===== src/rtl/itaf_pkg.sv =====
package itaf_pkg;

  localparam int unsigned VALUE_W = 32;
  localparam int unsigned FW_W = 6;
  localparam int unsigned CNT_W = 6;
  localparam int unsigned CHAR_W = 7;
  localparam int unsigned DIG_W = 4;
  localparam int unsigned NUM_DIGITS = 10;
  localparam int unsigned BCD_W = NUM_DIGITS * DIG_W;
  localparam int unsigned NDIG_W = 4;
  localparam int unsigned RESULT_LIMIT = 32;

  localparam logic [CHAR_W-1:0] CHAR_ZERO = 7'h30;
  localparam logic [CHAR_W-1:0] CHAR_MINUS = 7'h2D;
  localparam logic [CHAR_W-1:0] CHAR_SPACE = 7'h20;
  localparam logic [CHAR_W-1:0] CHAR_LOWER_A = 7'h61;
  localparam logic [CHAR_W-1:0] CHAR_UPPER_A = 7'h41;
  localparam logic [DIG_W-1:0] DEC_RADIX = 4'd10;

  typedef struct packed {
    logic [VALUE_W-1:0] value;
    logic               hex_base;
    logic               signed_mode;
    logic [FW_W-1:0]    field_width;
    logic [1:0]         pad_mode;
    logic               upper_case;
  } in_word_t;

  typedef struct packed {
    logic [CHAR_W-1:0] character;
    logic              last;
    logic [CNT_W-1:0]  total_count;
  } out_word_t;

  // format info handed from converter to emitter
  typedef struct packed {
    logic              neg;
    logic              left;
    logic              zfill;
    logic              upper;
    logic [FW_W-1:0]   width;
    logic [NDIG_W-1:0] ndig;
  } fmt_t;

  function automatic logic [CHAR_W-1:0] digit_char(input logic [DIG_W-1:0] d,
                                                   input logic upper);
    logic [CHAR_W-1:0] base_c;
    base_c = upper ? CHAR_UPPER_A : CHAR_LOWER_A;
    if (d < DEC_RADIX) begin
      digit_char = CHAR_ZERO + CHAR_W'(d);
    end else begin
      digit_char = base_c + CHAR_W'(d - DEC_RADIX);
    end
  endfunction

endpackage


===== src/rtl/itaf_conv.sv =====
module itaf_conv
  import itaf_pkg::*;
(
  input  logic                  clk_i,
  input  logic                  rst_ni,
  input  logic                  in_valid_i,
  output logic                  in_ready_o,
  input  in_word_t              in_data_i,
  input  logic [FW_W-1:0]       width_i,
  output logic                  dig_valid_o,
  input  logic                  dig_ready_i,
  output fmt_t                  fmt_o,
  output logic [BCD_W-1:0]      digits_o
);

  localparam logic [1:0] ST_IDLE = 2'd0;
  localparam logic [1:0] ST_CONV = 2'd1;
  localparam logic [1:0] ST_NORM = 2'd2;
  localparam logic [1:0] ST_DONE = 2'd3;

  logic [1:0]         state_q, state_d;
  logic [VALUE_W-1:0] bin_q, bin_d;
  logic [BCD_W-1:0]   bcd_q, bcd_d;
  logic [CNT_W-1:0]   cnt_q, cnt_d;
  logic               hex_q, hex_d;
  fmt_t               fmt_q, fmt_d;
  logic               neg;
  logic [BCD_W-1:0]   bcd_adj;

  function automatic logic [BCD_W-1:0] dabble(input logic [BCD_W-1:0] b);
    logic [BCD_W-1:0] r;
    r = b;
    for (int i = 0; i < NUM_DIGITS; i++) begin
      if (r[i*DIG_W +: DIG_W] >= 4'd5) begin
        r[i*DIG_W +: DIG_W] = r[i*DIG_W +: DIG_W] + 4'd3;
      end
    end
    return r;
  endfunction

  assign neg = in_data_i.signed_mode & ~in_data_i.hex_base & in_data_i.value[VALUE_W-1];
  assign bcd_adj = hex_q ? bcd_q : dabble(bcd_q);

  always_comb begin
    state_d = state_q;
    bin_d   = bin_q;
    bcd_d   = bcd_q;
    cnt_d   = cnt_q;
    hex_d   = hex_q;
    fmt_d   = fmt_q;
    unique case (state_q)
      ST_IDLE: begin
        if (in_valid_i) begin
          bin_d       = neg ? (~in_data_i.value + VALUE_W'(1)) : in_data_i.value;
          bcd_d       = '0;
          cnt_d       = CNT_W'(VALUE_W);
          hex_d       = in_data_i.hex_base;
          fmt_d.neg   = neg;
          fmt_d.left  = in_data_i.pad_mode[0];
          fmt_d.zfill = in_data_i.pad_mode[1];
          fmt_d.upper = in_data_i.upper_case;
          fmt_d.width = width_i;
          fmt_d.ndig  = NDIG_W'(NUM_DIGITS);
          state_d     = ST_CONV;
        end
      end
      ST_CONV: begin
        bcd_d = {bcd_adj[BCD_W-2:0], bin_q[VALUE_W-1]};
        bin_d = {bin_q[VALUE_W-2:0], 1'b0};
        cnt_d = cnt_q - CNT_W'(1);
        if (cnt_q == CNT_W'(1)) begin
          state_d = ST_NORM;
        end
      end
      ST_NORM: begin
        if (bcd_q[BCD_W-1 -: DIG_W] == '0 && fmt_q.ndig > NDIG_W'(1)) begin
          bcd_d      = {bcd_q[BCD_W-DIG_W-1:0], {DIG_W{1'b0}}};
          fmt_d.ndig = fmt_q.ndig - NDIG_W'(1);
        end else begin
          state_d = ST_DONE;
        end
      end
      ST_DONE: begin
        if (dig_ready_i) begin
          state_d = ST_IDLE;
        end
      end
      default: state_d = ST_IDLE;
    endcase
  end

  always_ff @(posedge clk_i or negedge rst_ni) begin
    if (!rst_ni) begin
      state_q <= ST_IDLE;
    end else begin
      state_q <= state_d;
    end
  end

  always_ff @(posedge clk_i) begin
    bin_q <= bin_d;
    bcd_q <= bcd_d;
    cnt_q <= cnt_d;
    hex_q <= hex_d;
    fmt_q <= fmt_d;
  end

  assign in_ready_o  = (state_q == ST_IDLE);
  assign dig_valid_o = (state_q == ST_DONE);
  assign fmt_o       = fmt_q;
  assign digits_o    = bcd_q;

endmodule


===== src/rtl/itaf_emit.sv =====
module itaf_emit
  import itaf_pkg::*;
(
  input  logic             clk_i,
  input  logic             rst_ni,
  input  logic             dig_valid_i,
  output logic             dig_ready_o,
  input  fmt_t             fmt_i,
  input  logic [BCD_W-1:0] digits_i,
  output logic             out_valid_o,
  input  logic             out_ready_i,
  output out_word_t        out_data_o
);

  logic              busy_q;
  logic              sgn1_q, sgn2_q;
  logic [FW_W-1:0]   lpad_q, rpad_q;
  logic [NDIG_W-1:0] dcnt_q;
  logic [BCD_W-1:0]  dig_q;
  logic [CNT_W-1:0]  rem_q, total_q;
  logic [CHAR_W-1:0] fill_q;
  logic              upper_q;
  logic              ovalid_q;
  out_word_t         odata_q;

  logic              load, adv;
  logic              sign_first;
  logic [FW_W-1:0]   w2, tlen, pad;
  logic [CHAR_W-1:0] ch;

  assign load = dig_valid_i & ~busy_q;
  assign adv  = busy_q & (~ovalid_q | out_ready_i);
  assign dig_ready_o = ~busy_q;

  assign sign_first = fmt_i.neg & (fmt_i.width != '0) & fmt_i.zfill;
  assign w2   = fmt_i.width - FW_W'(sign_first);
  assign tlen = FW_W'(fmt_i.ndig) + FW_W'(fmt_i.neg & ~sign_first);
  assign pad  = (tlen >= w2) ? '0 : (w2 - tlen);

  always_comb begin
    priority if (sgn1_q) begin
      ch = CHAR_MINUS;
    end else if (lpad_q != '0) begin
      ch = fill_q;
    end else if (sgn2_q) begin
      ch = CHAR_MINUS;
    end else if (dcnt_q != '0) begin
      ch = digit_char(dig_q[BCD_W-1 -: DIG_W], upper_q);
    end else begin
      ch = fill_q;
    end
  end

  always_ff @(posedge clk_i or negedge rst_ni) begin
    if (!rst_ni) begin
      busy_q   <= 1'b0;
      ovalid_q <= 1'b0;
    end else begin
      if (load) begin
        busy_q <= 1'b1;
      end else if (adv && rem_q == CNT_W'(1)) begin
        busy_q <= 1'b0;
      end
      if (adv) begin
        ovalid_q <= 1'b1;
      end else if (out_ready_i) begin
        ovalid_q <= 1'b0;
      end
    end
  end

  always_ff @(posedge clk_i) begin
    if (load) begin
      sgn1_q  <= sign_first;
      sgn2_q  <= fmt_i.neg & ~sign_first;
      lpad_q  <= fmt_i.left ? '0 : pad;
      rpad_q  <= fmt_i.left ? pad : '0;
      dcnt_q  <= fmt_i.ndig;
      dig_q   <= digits_i;
      rem_q   <= CNT_W'(sign_first) + pad + tlen;
      total_q <= CNT_W'(sign_first) + pad + tlen;
      fill_q  <= fmt_i.zfill ? CHAR_ZERO : CHAR_SPACE;
      upper_q <= fmt_i.upper;
    end else if (adv) begin
      rem_q <= rem_q - CNT_W'(1);
      priority if (sgn1_q) begin
        sgn1_q <= 1'b0;
      end else if (lpad_q != '0) begin
        lpad_q <= lpad_q - FW_W'(1);
      end else if (sgn2_q) begin
        sgn2_q <= 1'b0;
      end else if (dcnt_q != '0) begin
        dcnt_q <= dcnt_q - NDIG_W'(1);
        dig_q  <= {dig_q[BCD_W-DIG_W-1:0], {DIG_W{1'b0}}};
      end else begin
        rpad_q <= rpad_q - FW_W'(1);
      end
    end
    if (adv) begin
      odata_q.character   <= ch;
      odata_q.last        <= (rem_q == CNT_W'(1));
      odata_q.total_count <= (rem_q == CNT_W'(1)) ? total_q : '0;
    end
  end

  assign out_valid_o = ovalid_q;
  assign out_data_o  = odata_q;

endmodule


===== src/rtl/integer_to_ascii_formatter_unit.sv =====
// Conversion: 32 bit-shift steps of binary to digit conversion, up to 9 steps
// stripping leading zero digits, then the emitter sends one character per
// cycle while the output is not stalled (1 to 32 chars).
// Overlap: a run of up to 32 characters overlaps the next conversion, so a new
// word is taken during a run and only output stalls make a run outlast it.
// Reset: rst_ni asynchronous active low clears all control state.
module integer_to_ascii_formatter_unit
  import itaf_pkg::*;
#(
  parameter int unsigned MAX_WIDTH = 32
) (
  input  logic      clk_i,
  input  logic      rst_ni,
  input  logic      in_valid_i,
  output logic      in_ready_o,
  input  in_word_t  in_data_i,
  output logic      out_valid_o,
  input  logic      out_ready_i,
  output out_word_t out_data_o
);

  localparam int unsigned CapWidth = (MAX_WIDTH < RESULT_LIMIT) ? MAX_WIDTH : RESULT_LIMIT;
  localparam logic [FW_W-1:0] CAP_W = FW_W'(CapWidth);

  logic [FW_W-1:0]  width;
  logic             dig_valid, dig_ready;
  fmt_t             fmt;
  logic [BCD_W-1:0] digits;

  assign width = (in_data_i.field_width > CAP_W) ? CAP_W : in_data_i.field_width;

  itaf_conv u_conv (
    .clk_i       (clk_i),
    .rst_ni      (rst_ni),
    .in_valid_i  (in_valid_i),
    .in_ready_o  (in_ready_o),
    .in_data_i   (in_data_i),
    .width_i     (width),
    .dig_valid_o (dig_valid),
    .dig_ready_i (dig_ready),
    .fmt_o       (fmt),
    .digits_o    (digits)
  );

  itaf_emit u_emit (
    .clk_i       (clk_i),
    .rst_ni      (rst_ni),
    .dig_valid_i (dig_valid),
    .dig_ready_o (dig_ready),
    .fmt_i       (fmt),
    .digits_i    (digits),
    .out_valid_o (out_valid_o),
    .out_ready_i (out_ready_i),
    .out_data_o  (out_data_o)
  );

endmodule

===== config.mk =====
export PLATFORM = sky130hd
export DESIGN_NAME = integer_to_ascii_formatter_unit
export DESIGN_NICKNAME = d
export VERILOG_FILES = /design/src/rtl/itaf_pkg.sv /design/src/rtl/itaf_conv.sv /design/src/rtl/itaf_emit.sv /design/src/rtl/integer_to_ascii_formatter_unit.sv
export SDC_FILE = /design/constraint.sdc
export NUM_CORES = 1
export LEC_CHECK = 0
export ABC_AREA = 1
export BUFFER_PORTS_ARGS = -buffer_cell sky130_fd_sc_hd__buf_2
export CORE_MARGIN = 2
export CORE_UTILIZATION = 35
export CTS_CLUSTER_SIZE = 25
export DETAILED_ROUTE_END_ITERATION = 6
export GPL_TIMING_DRIVEN = 0
export PLACE_DENSITY = 0.56
export SLEW_MARGIN = 10
export SYNTH_ARGS = -nofsm -noshare
export SYNTH_HDL_FRONTEND = slang
export SYNTH_SLANG_ARGS = --single-unit

===== constraint.sdc =====
create_clock -name clk_i -period 6.2 [get_ports clk_i]
set_clock_uncertainty 0.05 [all_clocks]
set_input_delay 0.31 -clock clk_i [delete_from_list [all_inputs] [get_ports clk_i]]
set_output_delay 0.31 -clock clk_i [all_outputs]
set_load 0.005 [all_outputs]

==> impl_metrics.ini <==
[clock_network]
insertion_delay_ps = 430
cts-hold-fix-buffers = 2
cts_resized = 0
postCtsSetupBuffers = 0
clockRootBuffer = clkbuf_16
cts_sinks = 177
h-tree-depth = 4
cts_buffers = 17
clkTransAtPathRegs_ps = 70
cts_buffer_depth = 2
cts_tree = yes

[worst_hold_path]
hold_depth = 1
worst_hold_path_type = in2reg
min-delay-start = in_data_i[2]
whs_endpoint = u_conv.fmt_o[11]

[worst_setup_path]
path_class = reg2reg
worstReg2RegStart = u_conv.fmt_o[7]
worstSetupStartpointType = register
critical_path_arrival_ps = 4440
rr_worst_depth = 27
critPathMaxFanout = 5
cp-end-kind = register
required_ps = 6350
rrSetupSlack_ps = 1910
r2r_end = u_emit.total_q[4]

[floorplanning]
ios = 63
rows = 62
core_um2 = 28800
initial_core_util = 0.357
die_w_um = 175
dieArea_um2 = 30700
die_h_um = 175

[routing]
drt_pass1_iterations = 5
routed_wl_mm = 23.5
wire_per_inst_um = 14.2
drc = 0
first_iter_violations = 460
num_vias = 8048
antenna_left = 0
vias_per_cell = 4.87

[final_layout]
final_common_cell = nand2_1
instances_no_fill = 1654
final_core_util = 0.410
syn2layout_area_growth_pct = 15.1
antenna_cells = 0
final_design_area_no_fill_um2 = 11800
final_cell_mix = 200 x nand2_1, 185 x inv_1, 173 x edfxtp_1, 144 x nor2_1, 124 x o21ai_0
drive_gt1_frac = 0.101
nets = 1358

[timing]
tightest_slew_ps = 966
hold_viol = 0
period_needed_ps = 4290
rsz0062_at_grt = no
slew_headroom = 0.356
finalSetupViolations = 0
max_freq_ghz = 0.233
drv_slew = 0
period_share = 0.692

[synth]
yosysTopAreaCell = edfxtp_1
ys_seq_elements = 177
synth_warnings = 0
syn_avg_cell_area_um2 = 8.79
synth_cell_type_count = 43
synth_edf_count = 173
synth_top_area_frac = 0.506
async_flop_share = 0.0226
synthTopCellsByArea = edfxtp_1 51%, nand2_1 7.3%, inv_1 6.8%
synth-seq-area-share = 0.516
synth_flop_cell = edfxtp_1
syn-num-nets = 1269
syn_area_um2 = 10300
synth_cells = 1168

[power]
powerDensity_nw_per_um2 = 456
p_leak_nw = 4.95
vdd_drop_max_v = 0.000229

[global_routing]
grt_pass1_vias = 7718
grt_max_degree = 24
grt_overflow = 0
grt_util_all_layers = 0.157
grt_first_pass_wirelength_mm = 38.7
antenna_found_initial = 0

[place]
hpwl_mm = 17.6
placed_cell_area_um2 = 11200
portBuffers = 62
routabilityCongestion = 0.867
dp.cells = 1620

[flow_run]
maxCapViolCount = 0

[status]
outcome = completed
cell families after synthesis:
group	after synthesis	synth area share
AND/OR/NAND/NOR	442	0.182
XOR/XNOR	23	0.0196
AO/OA/AOI/OAI	249	0.133
buffers and inverters	223	0.0821
flip-flops	177	0.516
adder cells (fa/ha/maj)	54	0.0673
worst max path at each step:
stage | slack [ps] | endpoint | cells past startpoint | start
detailed placement | 1880 | u_emit.total_q[4] | 27 | u_conv.fmt_o[7]
global placement | -450 | u_emit.dig_q[16] | 8 | u_emit.lpad_q[0]
finish | 1910 | u_emit.total_q[4] | 27 | u_conv.fmt_o[7]
CTS | 1880 | u_emit.total_q[4] | 27 | u_conv.fmt_o[7]
floorplan | 1300 | u_emit.dcnt_q[0] | 8 | u_emit.lpad_q[0]
global route | 1450 | u_emit.rem_q[4] | 28 | u_conv.fmt_o[6]
per-layer routing:
metal	vias to the layer above	routed length [um]	global-route usage	share of wire
li1	4109	-	-	-
met1	3733	11400	0.214	0.48
met2	188	10900	0.256	0.46
met3	18	973	0.0272	0.041
met4	0	227	0.0479	0.0097
met5	-	0	0	0
stage by stage:
stage          setup TNS [ps]  hold slack (ps)  total power, mW  setup WS, ps
2_1_floorplan               0            -35.6             3.60          1300
3_3_place_gp           -19890             96.3             4.22          -455
3_5_place_dp                0             97.5             4.29          1880
5_1_grt                     0             9.33             5.83          1450
6_report                    0             21.3             5.39          1910
4_1_cts                     0             19.8             5.42          1880
power breakdown:
group          switching, mW  internal [mW]  total [mW]
sequential             0.179           1.88        2.06
clock                  0.510          0.615        1.13
combinational           1.48          0.725        2.20
synthesized netlist by cell type (2+ instances only):
library cell  number
xor2_1            13
nand3_2            4
o31ai_1            7
nand2_1          200
a31oi_1            6
and2_1             3
nor2_4             2
o21ai_0          126
dfrtp_1            4
clkbuf_1          33
a21oi_1           67
nand3_1           51
edfxtp_1         173
fa_1               2
nand2_2            4
xnor2_1           10
ha_1              52
inv_1            185
nor2_1           144
or2_2              6
a211oi_1           2
o211ai_1           5
nand4_1            9
inv_2              3
nor3_1            14
o22ai_1           20
o2bb2ai_1          7
layout make-up:
class / count / area, um2
fillers: 2879 / 17000
flip-flops and latches: 177 / 5300
multi-input cells: 768 / 4150
inverters: 188 / 706
well taps: 384 / 480
clock buffers: 17 / 425
repair buffers: 70 / 423
clock inverters: 15 / 189
plain buffers: 35 / 136
sequential cells by signal (all words and copies together) (netlist names), 2 cells and up:
| name | flops |
|---|---|
| u_conv.bin_q | 32 |
| u_emit.out_data_o | 14 |
| u_emit.lpad_q | 6 |
| u_conv.state_q | 2 |
| u_conv.cnt_q | 6 |
| u_conv.fmt_o | 14 |
| u_emit.dig_q | 40 |
| u_conv.digits_o | 40 |
| u_emit.rem_q | 6 |
| u_emit.total_q | 6 |
| u_emit.dcnt_q | 4 |
critical path: stages (launching register included):
cell and delay [ps]:
edfxtp_1 440, nor2_1 160, nand4_1 130, nand3_1 120, inv_1 110, nor2_1 100
ha_1 170, ha_1 190, nand2_1 80, nor2_1 200, inv_1 70, ha_1 330
nand2_1 70, nor3_1 140, nand4_1 210, nand2_1 210, nand2_1 70, o21ai_0 80
ha_1 160, inv_1 30, nand2_1 70, inv_1 50, fa_1 400, nand2_1 90
a21oi_1 80, inv_1 50, nand2_1 50, and2_1 130
(Power assumes the default switching activity.)
